[config.mk]
export PLATFORM = sky130hd
export DESIGN_NAME = polled_frame_builder_crc16_core
export DESIGN_NICKNAME = d
export VERILOG_FILES = /design/src/sv/pfb_pkg.sv /design/src/sv/pfb_front.sv /design/src/sv/pfb_cmd_fifo.sv /design/src/sv/pfb_back.sv /design/src/sv/polled_frame_builder_crc16_core.sv
export SDC_FILE = /design/constraint.sdc
export NUM_CORES = 1
export LEC_CHECK = 0
export ABC_AREA = 1
export BUFFER_PORTS_ARGS = -buffer_cell sky130_fd_sc_hd__buf_2
export CAP_MARGIN = 20
export CORE_ASPECT_RATIO = 0.6
export CORE_UTILIZATION = 65
export CTS_CLUSTER_SIZE = 10
export DETAILED_ROUTE_END_ITERATION = 8
export PLACE_DENSITY = 0.94
export SYNTH_ARGS = -nofsm -noshare
export SYNTH_HDL_FRONTEND = slang
export SYNTH_SLANG_ARGS = --single-unit
[constraint.sdc]
create_clock -name clk_i -period 9.7 [get_ports clk_i]
set_input_delay 2.91 -clock clk_i [delete_from_list [all_inputs] [get_ports clk_i]]
set_output_delay 2.91 -clock clk_i [all_outputs]
set_load 0.01 [all_outputs]
[src/sv/pfb_pkg.sv]
// ----------------------------------------------------------------------------
// pfb_pkg
// shared types and constants of the polled frame builder
// ----------------------------------------------------------------------------
package pfb_pkg;

  // input item kinds
  localparam logic [1:0] KindTick  = 2'd0;
  localparam logic [1:0] KindLight = 2'd1;
  localparam logic [1:0] KindAux   = 2'd2;
  localparam logic [1:0] KindServo = 2'd3;

  // configuration register indexes
  localparam logic [2:0] RegProtocolCode   = 3'd0;
  localparam logic [2:0] RegLightOnlyCode  = 3'd1;
  localparam logic [2:0] RegLightServoCode = 3'd2;
  localparam logic [2:0] RegCrcPolynomial  = 3'd3;
  localparam logic [2:0] RegPollingMs      = 3'd4;

  // servo words that may be written (storage and frame command always hold two)
  localparam int unsigned ServoCount = 2;

  // elapsed counter
  localparam int unsigned ElapsedW = 17;
  localparam logic [ElapsedW-1:0] ElapsedMax = {ElapsedW{1'b1}};

  // command queue between front and back
  localparam int unsigned CmdDepth = 2;
  localparam int unsigned CmdPtrW  = $clog2(CmdDepth);
  localparam int unsigned CmdCntW  = $clog2(CmdDepth + 1);

  // frame layout
  localparam logic [3:0] ShortLast = 4'd3;
  localparam logic [3:0] LongLast  = 4'd8;
  localparam logic [15:0] CrcInit  = 16'hFFFF;

  typedef struct packed {
    logic [7:0]  protocol_code;
    logic [7:0]  light_only_code;
    logic [7:0]  light_servo_code;
    logic [15:0] crc_polynomial;
    logic [15:0] polling_ms;
  } cfg_t;

  // one frame to send, snapshot of the state at the sending tick
  typedef struct packed {
    logic        long_frame;
    logic [7:0]  code;
    logic [7:0]  light;
    logic [7:0]  aux;
    logic [15:0] servo0;
    logic [15:0] servo1;
  } cmd_t;

  typedef struct packed {
    logic full;
    logic empty;
  } fifo_status_t;

endpackage

[src/sv/pfb_front.sv]
// ----------------------------------------------------------------------------
// pfb_front
// accepts items, keeps the masks, servo words and tick counter, and queues
// a frame command on each tick that sends
// ----------------------------------------------------------------------------
module pfb_front (
  input  logic          clk_i,
  input  logic          rst_ni,
  input  pfb_pkg::cfg_t cfg_i,
  input  logic          accept_i,
  input  logic [1:0]    kind_i,
  input  logic [2:0]    option_i,
  input  logic          bit_value_i,
  input  logic [15:0]   servo_value_i,
  output logic          cmd_push_o,
  output pfb_pkg::cmd_t cmd_o
);
  import pfb_pkg::*;

  logic [7:0]          light_q, light_d, aux_q, aux_d, bit_sel;
  logic [15:0]         servo_q [2];
  logic                waiting_q, waiting_d, waiting_tick;
  logic [ElapsedW-1:0] elapsed_q, elapsed_d, elapsed_inc;
  logic                is_short, is_long, send;

  // tick evaluation
  assign bit_sel     = 8'(1) << option_i;
  assign elapsed_inc = (elapsed_q == ElapsedMax) ? elapsed_q : elapsed_q + 1'b1;
  assign waiting_tick = waiting_q && !(elapsed_inc > {1'b0, cfg_i.polling_ms});
  assign is_short    = (cfg_i.protocol_code == cfg_i.light_only_code);
  assign is_long     = !is_short && (cfg_i.protocol_code == cfg_i.light_servo_code);
  assign send        = accept_i && (kind_i == KindTick) && !waiting_tick &&
                       (is_short || is_long);

  // next state of masks and counter
  always_comb begin
    light_d   = light_q;
    aux_d     = aux_q;
    waiting_d = waiting_q;
    elapsed_d = elapsed_q;
    case (kind_i)
      KindTick: begin
        if (send) begin
          waiting_d = 1'b1;
          elapsed_d = '0;
        end else begin
          waiting_d = waiting_tick;
          elapsed_d = elapsed_inc;
        end
      end
      KindLight: light_d = bit_value_i ? (light_q | bit_sel) : (light_q & ~bit_sel);
      KindAux:   aux_d   = bit_value_i ? (aux_q | bit_sel) : (aux_q & ~bit_sel);
      default: ;
    endcase
  end

  // state registers
  always_ff @(posedge clk_i or negedge rst_ni) begin
    if (!rst_ni) begin
      light_q    <= '0;
      aux_q      <= '0;
      servo_q[0] <= '0;
      servo_q[1] <= '0;
      waiting_q  <= 1'b1;
      elapsed_q  <= '0;
    end else if (accept_i) begin
      light_q   <= light_d;
      aux_q     <= aux_d;
      waiting_q <= waiting_d;
      elapsed_q <= elapsed_d;
      if (kind_i == KindServo && 32'(option_i) < ServoCount) begin
        servo_q[option_i[0]] <= servo_value_i;
      end
    end
  end

  // frame command
  assign cmd_push_o       = send;
  assign cmd_o.long_frame = !is_short;
  assign cmd_o.code       = cfg_i.protocol_code;
  assign cmd_o.light      = light_q;
  assign cmd_o.aux        = aux_q;
  assign cmd_o.servo0     = servo_q[0];
  assign cmd_o.servo1     = servo_q[1];

  // a sending tick restarts the counter and arms the wait
  a_send_restarts: assert property (@(posedge clk_i) disable iff (!rst_ni)
    send |=> (waiting_q && elapsed_q == '0))
    else $error("sending tick did not restart the counter");
  a_no_send_waiting: assert property (@(posedge clk_i) disable iff (!rst_ni)
    (waiting_q && elapsed_q < ElapsedMax && elapsed_q < {1'b0, cfg_i.polling_ms})
      |-> !send)
    else $error("frame sent before the polling interval elapsed");
  a_set_no_send: assert property (@(posedge clk_i) disable iff (!rst_ni)
    (kind_i != KindTick) |-> !cmd_push_o)
    else $error("set item queued a frame");

endmodule

[src/sv/pfb_cmd_fifo.sv]
// ----------------------------------------------------------------------------
// pfb_cmd_fifo
// short queue of frame commands between front and back
// ----------------------------------------------------------------------------
module pfb_cmd_fifo (
  input  logic                 clk_i,
  input  logic                 rst_ni,
  input  logic                 push_i,
  input  pfb_pkg::cmd_t        data_i,
  input  logic                 pop_i,
  output pfb_pkg::cmd_t        data_o,
  output pfb_pkg::fifo_status_t status_o
);
  import pfb_pkg::*;

  cmd_t               mem_q [CmdDepth];
  logic [CmdPtrW-1:0] wr_ptr_q, rd_ptr_q;
  logic [CmdCntW-1:0] count_q;
  logic               do_push, do_pop;

  assign status_o.full  = (count_q == CmdCntW'(CmdDepth));
  assign status_o.empty = (count_q == '0);
  assign do_push = push_i && !status_o.full;
  assign do_pop  = pop_i && !status_o.empty;
  assign data_o  = mem_q[rd_ptr_q];

  // storage
  always_ff @(posedge clk_i) begin
    if (do_push) begin
      mem_q[wr_ptr_q] <= data_i;
    end
  end

  // pointers and fill count
  always_ff @(posedge clk_i or negedge rst_ni) begin
    if (!rst_ni) begin
      wr_ptr_q <= '0;
      rd_ptr_q <= '0;
      count_q  <= '0;
    end else begin
      if (do_push) wr_ptr_q <= (32'(wr_ptr_q) == CmdDepth - 1) ? '0 : wr_ptr_q + 1'b1;
      if (do_pop)  rd_ptr_q <= (32'(rd_ptr_q) == CmdDepth - 1) ? '0 : rd_ptr_q + 1'b1;
      if (do_push && !do_pop)      count_q <= count_q + 1'b1;
      else if (do_pop && !do_push) count_q <= count_q - 1'b1;
    end
  end

  a_count_bound: assert property (@(posedge clk_i) disable iff (!rst_ni)
    32'(count_q) <= CmdDepth)
    else $error("command queue count out of range");
  a_no_lost_push: assert property (@(posedge clk_i) disable iff (!rst_ni)
    push_i |-> !status_o.full)
    else $error("command pushed into a full queue");
  a_ptr_match: assert property (@(posedge clk_i) disable iff (!rst_ni)
    (count_q == '0 || 32'(count_q) == CmdDepth) |-> (wr_ptr_q == rd_ptr_q))
    else $error("queue pointers disagree with fill count");

endmodule

[src/sv/pfb_back.sv]
// ----------------------------------------------------------------------------
// pfb_back
// takes frame commands, sends one byte a cycle unless stalled, folds the crc
// ----------------------------------------------------------------------------
module pfb_back (
  input  logic          clk_i,
  input  logic          rst_ni,
  input  pfb_pkg::cfg_t cfg_i,
  input  logic          cmd_empty_i,
  input  pfb_pkg::cmd_t cmd_i,
  output logic          cmd_pop_o,
  output logic          empty,
  input  logic          pop,
  output logic [7:0]    frame_byte_o,
  output logic          last_byte_o
);
  import pfb_pkg::*;

  // reflected crc over one byte, one bit a step
  function automatic logic [15:0] crc_fold(logic [15:0] crc, logic [7:0] data,
                                           logic [15:0] poly);
    logic [15:0] c;
    c = crc ^ {8'h00, data};
    for (int k = 0; k < 8; k++) begin
      c = c[0] ? ((c >> 1) ^ poly) : (c >> 1);
    end
    return c;
  endfunction

  logic        busy_q;
  logic [3:0]  idx_q, last_idx;
  logic [15:0] crc_q;
  cmd_t        cmd_q;
  logic        out_valid_q, out_last_q;
  logic [7:0]  out_byte_q, cur_byte;
  logic        slot_free, emit, is_crc, is_last;

  assign slot_free = !out_valid_q || pop;
  assign emit      = busy_q && slot_free;
  assign cmd_pop_o = !busy_q && !cmd_empty_i;
  assign last_idx  = cmd_q.long_frame ? LongLast : ShortLast;
  assign is_last   = (idx_q == last_idx);
  assign is_crc    = (idx_q >= last_idx - 4'd1);

  // byte selection by position in the frame
  always_comb begin
    if (is_last) begin
      cur_byte = crc_q[7:0];
    end else if (is_crc) begin
      cur_byte = crc_q[15:8];
    end else begin
      case (idx_q)
        4'd0:    cur_byte = cmd_q.code;
        4'd1:    cur_byte = cmd_q.light;
        4'd2:    cur_byte = cmd_q.aux;
        4'd3:    cur_byte = cmd_q.servo0[15:8];
        4'd4:    cur_byte = cmd_q.servo0[7:0];
        4'd5:    cur_byte = cmd_q.servo1[15:8];
        4'd6:    cur_byte = cmd_q.servo1[7:0];
        default: cur_byte = 8'h00;
      endcase
    end
  end

  // command payload
  always_ff @(posedge clk_i) begin
    if (cmd_pop_o) begin
      cmd_q <= cmd_i;
    end
  end

  // sequencer and crc
  always_ff @(posedge clk_i or negedge rst_ni) begin
    if (!rst_ni) begin
      busy_q <= 1'b0;
      idx_q  <= '0;
      crc_q  <= CrcInit;
    end else if (cmd_pop_o) begin
      busy_q <= 1'b1;
      idx_q  <= '0;
      crc_q  <= CrcInit;
    end else if (emit) begin
      idx_q <= idx_q + 1'b1;
      if (!is_crc) crc_q <= crc_fold(crc_q, cur_byte, cfg_i.crc_polynomial);
      if (is_last) busy_q <= 1'b0;
    end
  end

  // output register
  always_ff @(posedge clk_i or negedge rst_ni) begin
    if (!rst_ni) begin
      out_valid_q <= 1'b0;
    end else if (slot_free) begin
      out_valid_q <= emit;
    end
  end

  always_ff @(posedge clk_i) begin
    if (emit) begin
      out_byte_q <= cur_byte;
      out_last_q <= is_last;
    end
  end

  assign empty        = !out_valid_q;
  assign frame_byte_o = out_byte_q;
  assign last_byte_o  = out_last_q;

  a_idx_range: assert property (@(posedge clk_i) disable iff (!rst_ni)
    busy_q |-> (idx_q <= last_idx))
    else $error("byte index beyond frame end");
  a_last_ends: assert property (@(posedge clk_i) disable iff (!rst_ni)
    (emit && is_last) |=> (!busy_q && out_last_q))
    else $error("frame did not end on its last byte");
  a_fetch_idle: assert property (@(posedge clk_i) disable iff (!rst_ni)
    cmd_pop_o |-> !busy_q)
    else $error("command fetched while a frame is in progress");

endmodule

[src/sv/polled_frame_builder_crc16_core.sv]
// ----------------------------------------------------------------------------
// polled_frame_builder_crc16_core
// builds polled light / servo frames with a reflected crc-16
// ----------------------------------------------------------------------------
// Items enter on push/full: a beat is taken when push is high and full low.
// Kinds 1..3 update the light mask, aux mask or a servo word.
// A kind 0 beat is a 1 ms tick; once the count exceeds polling_ms and the
// code matches, it queues a frame (4 bytes light-only or 9 bytes light plus
// servo, crc last, high byte first) in a two-entry command queue. full is
// high while that queue holds two frames.
// Bytes leave on empty/pop: the oldest byte is shown while empty is low and
// taken when pop is high. The back end sends one byte a cycle, while pop
// keeps up, from the command queue via the command register and an output
// register. A stalled receiver stalls only the back end; the front keeps
// taking items until the command queue fills.
// Configuration beats on cfg_valid_i/cfg_ready_o are always taken and are
// meant to be written while no frame is in flight.
// Reset clears the masks, servo words and counter, arms the turnaround wait
// and loads the default codes, polynomial 0xA001 and 50 ms.
// ----------------------------------------------------------------------------
module polled_frame_builder_crc16_core (
  input  logic        clk_i,
  input  logic        rst_ni,
  input  logic        push,
  output logic        full,
  input  logic [1:0]  kind_i,
  input  logic [2:0]  option_i,
  input  logic        bit_value_i,
  input  logic [15:0] servo_value_i,
  output logic        empty,
  input  logic        pop,
  output logic [7:0]  frame_byte_o,
  output logic        last_byte_o,
  input  logic        cfg_valid_i,
  output logic        cfg_ready_o,
  input  logic [2:0]  cfg_index_i,
  input  logic [15:0] cfg_data_i
);
  import pfb_pkg::*;

  cfg_t         cfg_q;
  cmd_t         cmd_front, cmd_back;
  logic         cmd_push, cmd_pop, accept;
  fifo_status_t fifo_st;

  assign cfg_ready_o = 1'b1;
  assign full        = fifo_st.full;
  assign accept      = push && !full;

  // configuration registers
  always_ff @(posedge clk_i or negedge rst_ni) begin
    if (!rst_ni) begin
      cfg_q.protocol_code    <= 8'd1;
      cfg_q.light_only_code  <= 8'd1;
      cfg_q.light_servo_code <= 8'd2;
      cfg_q.crc_polynomial   <= 16'hA001;
      cfg_q.polling_ms       <= 16'd50;
    end else if (cfg_valid_i && cfg_ready_o) begin
      case (cfg_index_i)
        RegProtocolCode:   cfg_q.protocol_code    <= cfg_data_i[7:0];
        RegLightOnlyCode:  cfg_q.light_only_code  <= cfg_data_i[7:0];
        RegLightServoCode: cfg_q.light_servo_code <= cfg_data_i[7:0];
        RegCrcPolynomial:  cfg_q.crc_polynomial   <= cfg_data_i;
        RegPollingMs:      cfg_q.polling_ms       <= cfg_data_i;
        default: ;
      endcase
    end
  end

  // front end
  pfb_front u_front (
    .clk_i         (clk_i),
    .rst_ni        (rst_ni),
    .cfg_i         (cfg_q),
    .accept_i      (accept),
    .kind_i        (kind_i),
    .option_i      (option_i),
    .bit_value_i   (bit_value_i),
    .servo_value_i (servo_value_i),
    .cmd_push_o    (cmd_push),
    .cmd_o         (cmd_front)
  );

  // command queue
  pfb_cmd_fifo u_fifo (
    .clk_i    (clk_i),
    .rst_ni   (rst_ni),
    .push_i   (cmd_push),
    .data_i   (cmd_front),
    .pop_i    (cmd_pop),
    .data_o   (cmd_back),
    .status_o (fifo_st)
  );

  // back end
  pfb_back u_back (
    .clk_i        (clk_i),
    .rst_ni       (rst_ni),
    .cfg_i        (cfg_q),
    .cmd_empty_i  (fifo_st.empty),
    .cmd_i        (cmd_back),
    .cmd_pop_o    (cmd_pop),
    .empty        (empty),
    .pop          (pop),
    .frame_byte_o (frame_byte_o),
    .last_byte_o  (last_byte_o)
  );

endmodule

==> results.md, run 1 <==
Run status:
- The flow ran to the end, and the final reports show no timing, DRC or antenna violations.

Critical path:
- The setup path with the least slack is of type reg -> reg.
- The data arrival time of the worst path is 6.40 ns.
- At the worst endpoint, the required time is 10.18 ns.
- The maximum single-stage delay on the critical path is 0.57 ns.
- STA classifies the critical path endpoint as a flip-flop.
- STA classifies the critical path startpoint as a flip-flop.
- The critical-path cell with the highest stage delay is dfrtp_1.
- The worst reg2reg path depth is 32.
- The critical path's most frequent cell is nand2_4.
- The largest driver fanout on the critical path is 30.

Clocking:
- The tree is rooted in a clkbuf_16.
- The number of buffers added to fix hold violations after cts is 0.
- The clock network latency to the later pin of the worst-skew pair is 0.55 ns.
- Clock-pin slew was measured on the worst setup and hold paths at 0.06 ns.
- The number of buffers created by CTS is 38.
- The post-cts sizing count is 0.
- The clock tree from TritonCTS is done.
- The H-tree was split into 2 levels.
- No sink is reached through more buffers than the 3 on the longest clock path.
- The post-CTS setup-driven buffer insertion count is 0.
- For this design, the sink count on the clock tree is 328.

STA:
- The setup skew after layout is 0.0249 ns.
- The final number of max-transition violations is 0.
- The final critical path time including I/O delays and setup is 5.93 ns.
- In the finished design, the share of the clock period the worst path needs comes to 61.1%.
- The remaining max-slew budget at the tightest pin is 29.4%.
- The count of final setup violators is 0.
- The total count of hold-check failures in the final report was 0.
- Setup total negative slack on the finished layout was measured at 0 ns.
- The timing-limited maximum frequency is 169 MHz.
- The transition time at the pin with the least slew margin is 1.06 ns.
- Setup repair after global routing left no endpoint under its margin.

Die:
- The initial utilization of the core area, before any placement, comes to 67.5%.
- The die covers 26200 um2.
- After floorplanning, the core was divided into 44 placement rows.
- The die outline height is 126 um.
- The die is 208 um wide.
- In this run the count of I/O pins placed on the die edge is 58.
- The core box area is 24600 um2.

Logic synthesis:
- The top cell type by area accounts for 32.6% of the synthesized area.
- edfxtp_1 takes more of the synthesized area than any other cell.
- In the synthesized netlist, the number of instances is 1922.
- In the synthesized netlist the async set-or-reset flop fraction comes to 45.1%.
- Yosys printed 0 warnings.
- The number of flops mapped to enable cells by yosys is 180.
- The number of register bits inferred by synthesis is 328.
- The portion of the post-synthesis area used by sequential elements is 55.1%.
- The cell area after technology mapping is 16600 um2.
- When the netlist entered floorplanning its net count stood at 1992.
- The number of distinct library cells after synthesis is 49.
- Each instance of the synthesized netlist takes up on average 8.64 um2.
- The main flop type after synthesis is edfxtp_1.
- Ranked by total cell area, the synthesized netlist is headed by edfxtp_1 (33%), dfrtp_1 (18%), nand2_1 (15%), nand3_1 (5.1%), inv_1 (4.9%).

GRT:
- Global routing consumed, on the met2 layer, 48.7% of the routing resources.
- The via count of the first global-routing pass is 12700.
- The first global-routing pass estimated 66800 um of wire.
- The number of antenna violations at the first check in global routing is 0.
- The remaining global-route overflow is 0.
- Entering global routing, the biggest net connects 96 pins.
- The met1 usage is 48.6%.
- Global routing consumed, on the met3 layer, 6.71% of the routing resources.
- In the global route stage, overall resource usage came out at 32.7%.
- The most congested layer reported by global routing is met2.

Detailed routing:
- Once detail routing completed, the nets flagged for antenna violations numbered 0.
- The residual DRC count is 0.
- The number of DRC markers after the initial detailed-route iteration is 1877.
- Dividing the detail-routed via count by the number of cells gives 5.88.
- For this block, the routed nets add up to 42000 um of wire.
- Detailed routing inserted a total of 13500 vias.
- The number of optimization iterations in the first detailed-route pass is 6.
- After detailed routing, the average wire length per cell comes to 18.3 um.

Layout:
- The number of cells in the finished layout apart from fillers is 2301.
- In the layout the commonest cells are nand2_1 (665), inv_1 (218), edfxtp_1 (180).
- The leading cell type in the layout, fill and taps excluded is nand2_1.
- The number of diodes is 0.
- The number of nets in the layout is 2021.
- The share of layout cells above drive strength 1 is 9.50%.
- The post-route core utilization is 73.8%.
- The area growth from synthesis to layout is 9.34%.

Place:
- The number of buffer cells added on primary ports is 56.
- Detailed placement ended at an HPWL of 28200 um.
- The congestion estimate from routability-driven global placement came to 0.966.
- Once placement completed, the tool counted placed cells totaling 2230.

Worst hold path:
- The worst hold path cell count is 0.
- In this run the worst hold path is classified as reg -> reg.

Run:
- Across the run, the number of max-cap violations was 0.
## cells in the mapped netlist, drive strengths merged, types with 7 or more instances
cell and number:
nand2 684, inv 226, edfxtp 180, nand3 176, o21ai 124, dfrtp 122, nor2 86, xor2 48
buf 43, clkbuf 38, a21oi 33, dfstp 26, nand4 25, ha 24, a31oi 17, nor3 15
xnor2 15, a22oi 7
## worst paths after layout
kind                       slack, ns                     startpoint                               end
max in group asynchronous       5.86                         rst_ni       u_fifo.rd_ptr_q$_DFFE_PN0P_
max reg2reg                     3.77    u_back.idx_q[2]$_DFFE_PN0P_       u_back.crc_q[3]$_DFFE_PN1P_
min reg2reg                     0.47  u_front.cmd_o[31]$_DFFE_PN0P_     u_fifo.mem_q[1][31]$_DFFE_PP_
min in group asynchronous       2.45                         rst_ni  u_front.elapsed_q[8]$_DFFE_PN0P_
min                             0.47  u_front.cmd_o[31]$_DFFE_PN0P_     u_fifo.mem_q[1][31]$_DFFE_PP_
max                             3.77    u_back.idx_q[2]$_DFFE_PN0P_       u_back.crc_q[3]$_DFFE_PN1P_
## state kept, by name, summed over array words and instances (netlist names), 2 cells and up, named ones only
| signal | cells |
|---|---|
| u_back.cmd_q | 57 |
| cfg_q | 56 |
| u_back.frame_byte_o | 8 |
| u_back.crc_q | 16 |
| u_fifo.count_q | 2 |
| u_front.cmd_o | 32 |
| u_back.idx_q | 4 |
| u_front.elapsed_q | 17 |
| u_fifo.mem_q | 114 |
## stage by stage
| stage | cell area, um2 | hold WS [ns] | setup slack (ns) |
|---|---|---|---|
| 5_1_grt | 18200 | 0.478 | 3.20 |
| 3_3_place_gp | 17000 | 0.452 | 4.13 |
| 2_1_floorplan | 16600 | 0.442 | 3.06 |
| 3_5_place_dp | 17000 | 0.456 | 3.94 |
| 6_report | 18200 | 0.468 | 3.77 |
| 4_1_cts | 18100 | 0.469 | 3.91 |
## final cells by class
type | instances | area [um2]
sequential | 328 | 9140
timing repair buffer | 71 | 439
tap | 322 | 403
clock buffer | 65 | 1070
fill | 1689 | 6450
inverter | 228 | 856
multi-input combinational | 1284 | 6200
clock inverter | 3 | 36.3
## worst max-delay path: cells and delay by family, from the launching register on
| kind | cells | cell delay [ns] |
|---|---|---|
| adders and majority gates | 1 | 0.38 |
| and+or+nand+nor | 29 | 4.52 |
| buffers and inverters | 2 | 0.35 |
| DFF | 1 | 0.57 |
## per-layer routing
layer  vias up  wire [um]
met2       796      18300
li1       6274          -
met1      6356      17500
met5         -          0
met3       103       5160
met4         0       1020
## kinds of logic (layout without fill, tap and decap cells)
family          after synthesis  in the layout  synth area share [%]
other cells                   1              1                0.0226
xor+xnor                     63             63                  3.37
buf+inv                     310            367                  7.76
simple gates               1003           1003                  25.6
fa+ha+maj                    24             24                  1.81
flops                       328            328                  55.1
compound gates              193            193                  6.35
Power of run 1 is not shown: default switching activity piles up to over one toggle a cycle in this logic, so the estimate is an artifact.
==> run 2, diff against run 1 <==
CORE_UTILIZATION = 63   (was 65)
PLACE_DENSITY = 0.92   (was 0.94)
clock period = 5.7 ns   (was 9.7 ns; I/O delays follow)
==> results.md, run 2 (same netlist as run 1, synthesis figures left out) <==
GRT:
- The total routing usage reported by global routing is 31.8% (-0.88 points).
- The remaining global-route overflow is 0 (unchanged).
- The pin count of the biggest net entering global routing is 75 (-22%).
- The via count of the first global-routing pass came to 12200 (-4.1%).
- The first-pass GRT wire length was 65800 um (-1.4%).
- The number of antenna violations at the first check in global routing was 1 (+1).

Clocking:
- The number of buffers created by CTS is 38 (unchanged).
- The post-CTS setup-driven buffer insertion count came to 0 (unchanged).
- The number of H-tree branching levels is 2 (unchanged).
- The cell at the root of the clock tree is clkbuf_16.
- The post-CTS clock slew at the launch and capture registers of the worst setup and hold paths is 0.06 ns (about the same).
- The clock network latency to the later pin of the worst-skew pair came to 0.54 ns (about the same).
- TritonCTS built the clock tree.
- The number of buffers added to fix hold violations after cts came to 0 (unchanged).
- The maximum number of buffers from clock root to sink was 3 (unchanged).
- The TritonCTS sink count is 328 (unchanged).

Layout:
- The design area was 18300 um2 (+0.63%).
- The share of layout cells above drive strength 1 is 9.92% (+0.42 points).
- The number of nets in the layout came to 2028 (+0.35%).
- The register area is 9140 um2 (about the same).
- The post-route core utilization came to 71.5% (-2.3 points).
- In the layout the commonest cells are nand2_1 (665), inv_1 (218), edfxtp_1 (180).
- The number of flip-flops under the largest register name was 114 (unchanged).
- The area of the multi-input gates is 6210 um2 (+0.16%).
- The register ranked first by flip-flop count is u_fifo.mem_q.
- From synthesis to final layout, the design area changed by 10.0%.
- The number of filler cells placed in the layout is 1872 (+11%).
- The leading cell type in the layout, fill and taps excluded is nand2_1.
- The largest registers in the layout are u_fifo.mem_q (114), u_back.cmd_q (57), cfg_q (56).

Critical path:
- The critical path in this run is classified as reg -> reg.
- The kind of cell adding the most delay to the critical path is simple AND/OR/NAND/NOR gates.
- The worst path required time is 6.17 ns (-4.01 ns).
- The critical-path cell with the highest stage delay is dfrtp_1.
- The nature of the critical path endpoint is a flip-flop.
- The largest driver fanout on the critical path was 30 (unchanged).
- The number of buffers and inverters on the critical path is 3 (+1).
- The maximum single-stage delay on the critical path is 0.44 ns (-0.13 ns).
- The data arrival time of the worst path came to 5.74 ns (-0.66 ns).
- STA classifies the critical path startpoint as a flip-flop.

Detailed routing:
- The number of optimization iterations in the first detailed-route pass is 5 (-1).
- The residual DRC count is 0 (unchanged).
- The average wire per cell in the routed design was 17.9 um (-1.9%).
- The remaining number of nets flagged by the antenna check after routing is 0 (unchanged).
- The routed wire length was 41900 um (-0.30%).
- The vias after detailed routing came to 13500 (-0.50%).
- The number of DRC markers after the initial detailed-route iteration is 1855 (-1.2%).
- The via-per-instance ratio came to 5.76 (-2.1%).

Die:
- The initial standard-cell utilization of the core was 65.0% (-2.5 points).
- The number of rows in the core area came to 45 (+2.3%).
- The die outline height was 128 um (+1.6%).
- The die width is 212 um (+1.6%).
- The full die area was 27000 um2 (+3.1%).
- The number of top-level design ports is 58 (unchanged).
- The core box area is 25600 um2 (+3.9%).

STA:
- The count of final setup violators came to 0 (unchanged).
- The transition time at the pin with the least slew margin is 1.03 ns (-0.0224 ns).
- The setup skew after layout is 0.0254 ns (+0.000431 ns).
- The final number of max-transition violations is 0 (unchanged).
- The timing-limited maximum frequency came to 190 MHz (+13%).
- The total count of hold-check failures in the final report was 0 (unchanged).
- The share of the cycle needed by the critical path after routing is 92.4% (+31 points).
- The remaining max-slew budget at the tightest pin is 30.9% (+1.5 points).
- The worst hold slack is 0.472 ns (+0.00403 ns).
- The final critical path time including I/O delays and setup is 5.26 ns (-0.662 ns).

Worst hold path:
- The tightest min-delay check is of the reg -> reg type.

Place:
- The global placement routability congestion is 0.992 (+2.7%).
- The HPWL after detailed placement is 28100 um (-0.59%).
- The post-detailed-placement cell area was 17100 um2 (+0.72%).
- The number of buffer cells added on primary ports is 56 (unchanged).

Run status:
- The flow ran to the end, and the final reports show no timing, DRC or antenna violations.

Run:
- The count of max-cap constraint violations came to 0 (unchanged).
-- run 2: changes by cell type in the layout (fill, tap and decap cells not counted), moves of 2 or more --
cell / previous run / this run
buf_4: 12 / 18
buf_12: 0 / 2
clkinv_8: 2 / 0
nor2_1: 79 / 77
nor2_2: 4 / 6
-- run 2: timing repair --
action | CTS | global route
setup endpoints to repair | 0 | 15
gates resized for setup | 0 | 4
hold endpoints to repair | 0 | 0
-- run 2: area by class of cell --
| class | count | share of cell area [%] |
|---|---|---|
| antenna | 1 | 0.0137 |
| clock buffer | 65 | 5.76 |
| clock inverter | 3 | 0.233 |
| inverter | 228 | 4.68 |
| multi-input combinational | 1284 | 34.0 |
| sequential | 328 | 50.1 |
| tap | 352 | 2.41 |
| timing repair buffer | 78 | 2.83 |
-- run 2: per-stage QoR --
step	setup TNS, ns	instances	worst slack [ns]
after floorplan	-53.67	1922	-0.471
after global placement	0	2268	0.779
after global routing	-0.00183	2338	-0.00183
after detailed placement	0	2268	0.487
final	0	2339	0.435
after CTS	0	2336	0.410
-- run 2: worst paths after layout --
| path | start | slack [ns] | depth (start not counted) | end |
|---|---|---|---|---|
| worst max register to register | u_back.idx_q[0]$_DFFE_PN0P_ | 0.44 | 33 | u_back.crc_q[10]$_DFFE_PN1P_ |
| worst min-delay path | u_front.cmd_o[24]$_DFFE_PN0P_ | 0.47 | 0 | u_fifo.mem_q[0][24]$_DFFE_PP_ |
| worst max-delay path | u_back.idx_q[0]$_DFFE_PN0P_ | 0.44 | 33 | u_back.crc_q[10]$_DFFE_PN1P_ |
| max in group asynchronous | rst_ni | 3.44 | 2 | u_front.cmd_o[22]$_DFFE_PN0P_ |
| worst min register to register | u_front.cmd_o[24]$_DFFE_PN0P_ | 0.47 | 0 | u_fifo.mem_q[0][24]$_DFFE_PP_ |
| min in group asynchronous | rst_ni | 1.16 | 1 | u_front.elapsed_q[11]$_DFFE_PN0P_ |
-- run 2: routing by layer --
| layer | global-route usage [%] | up-vias | share of wire (%) |
|---|---|---|---|
| met3 | 7.96 | 91 | 12 |
| met1 | 48.6 | 6365 | 43 |
| met5 | 0 | - | 0 |
| met2 | 44.9 | 713 | 42 |
| met4 | 9.21 | 0 | 2.1 |
| li1 | - | 6293 | - |
Power of run 2 is left out for the same reason.
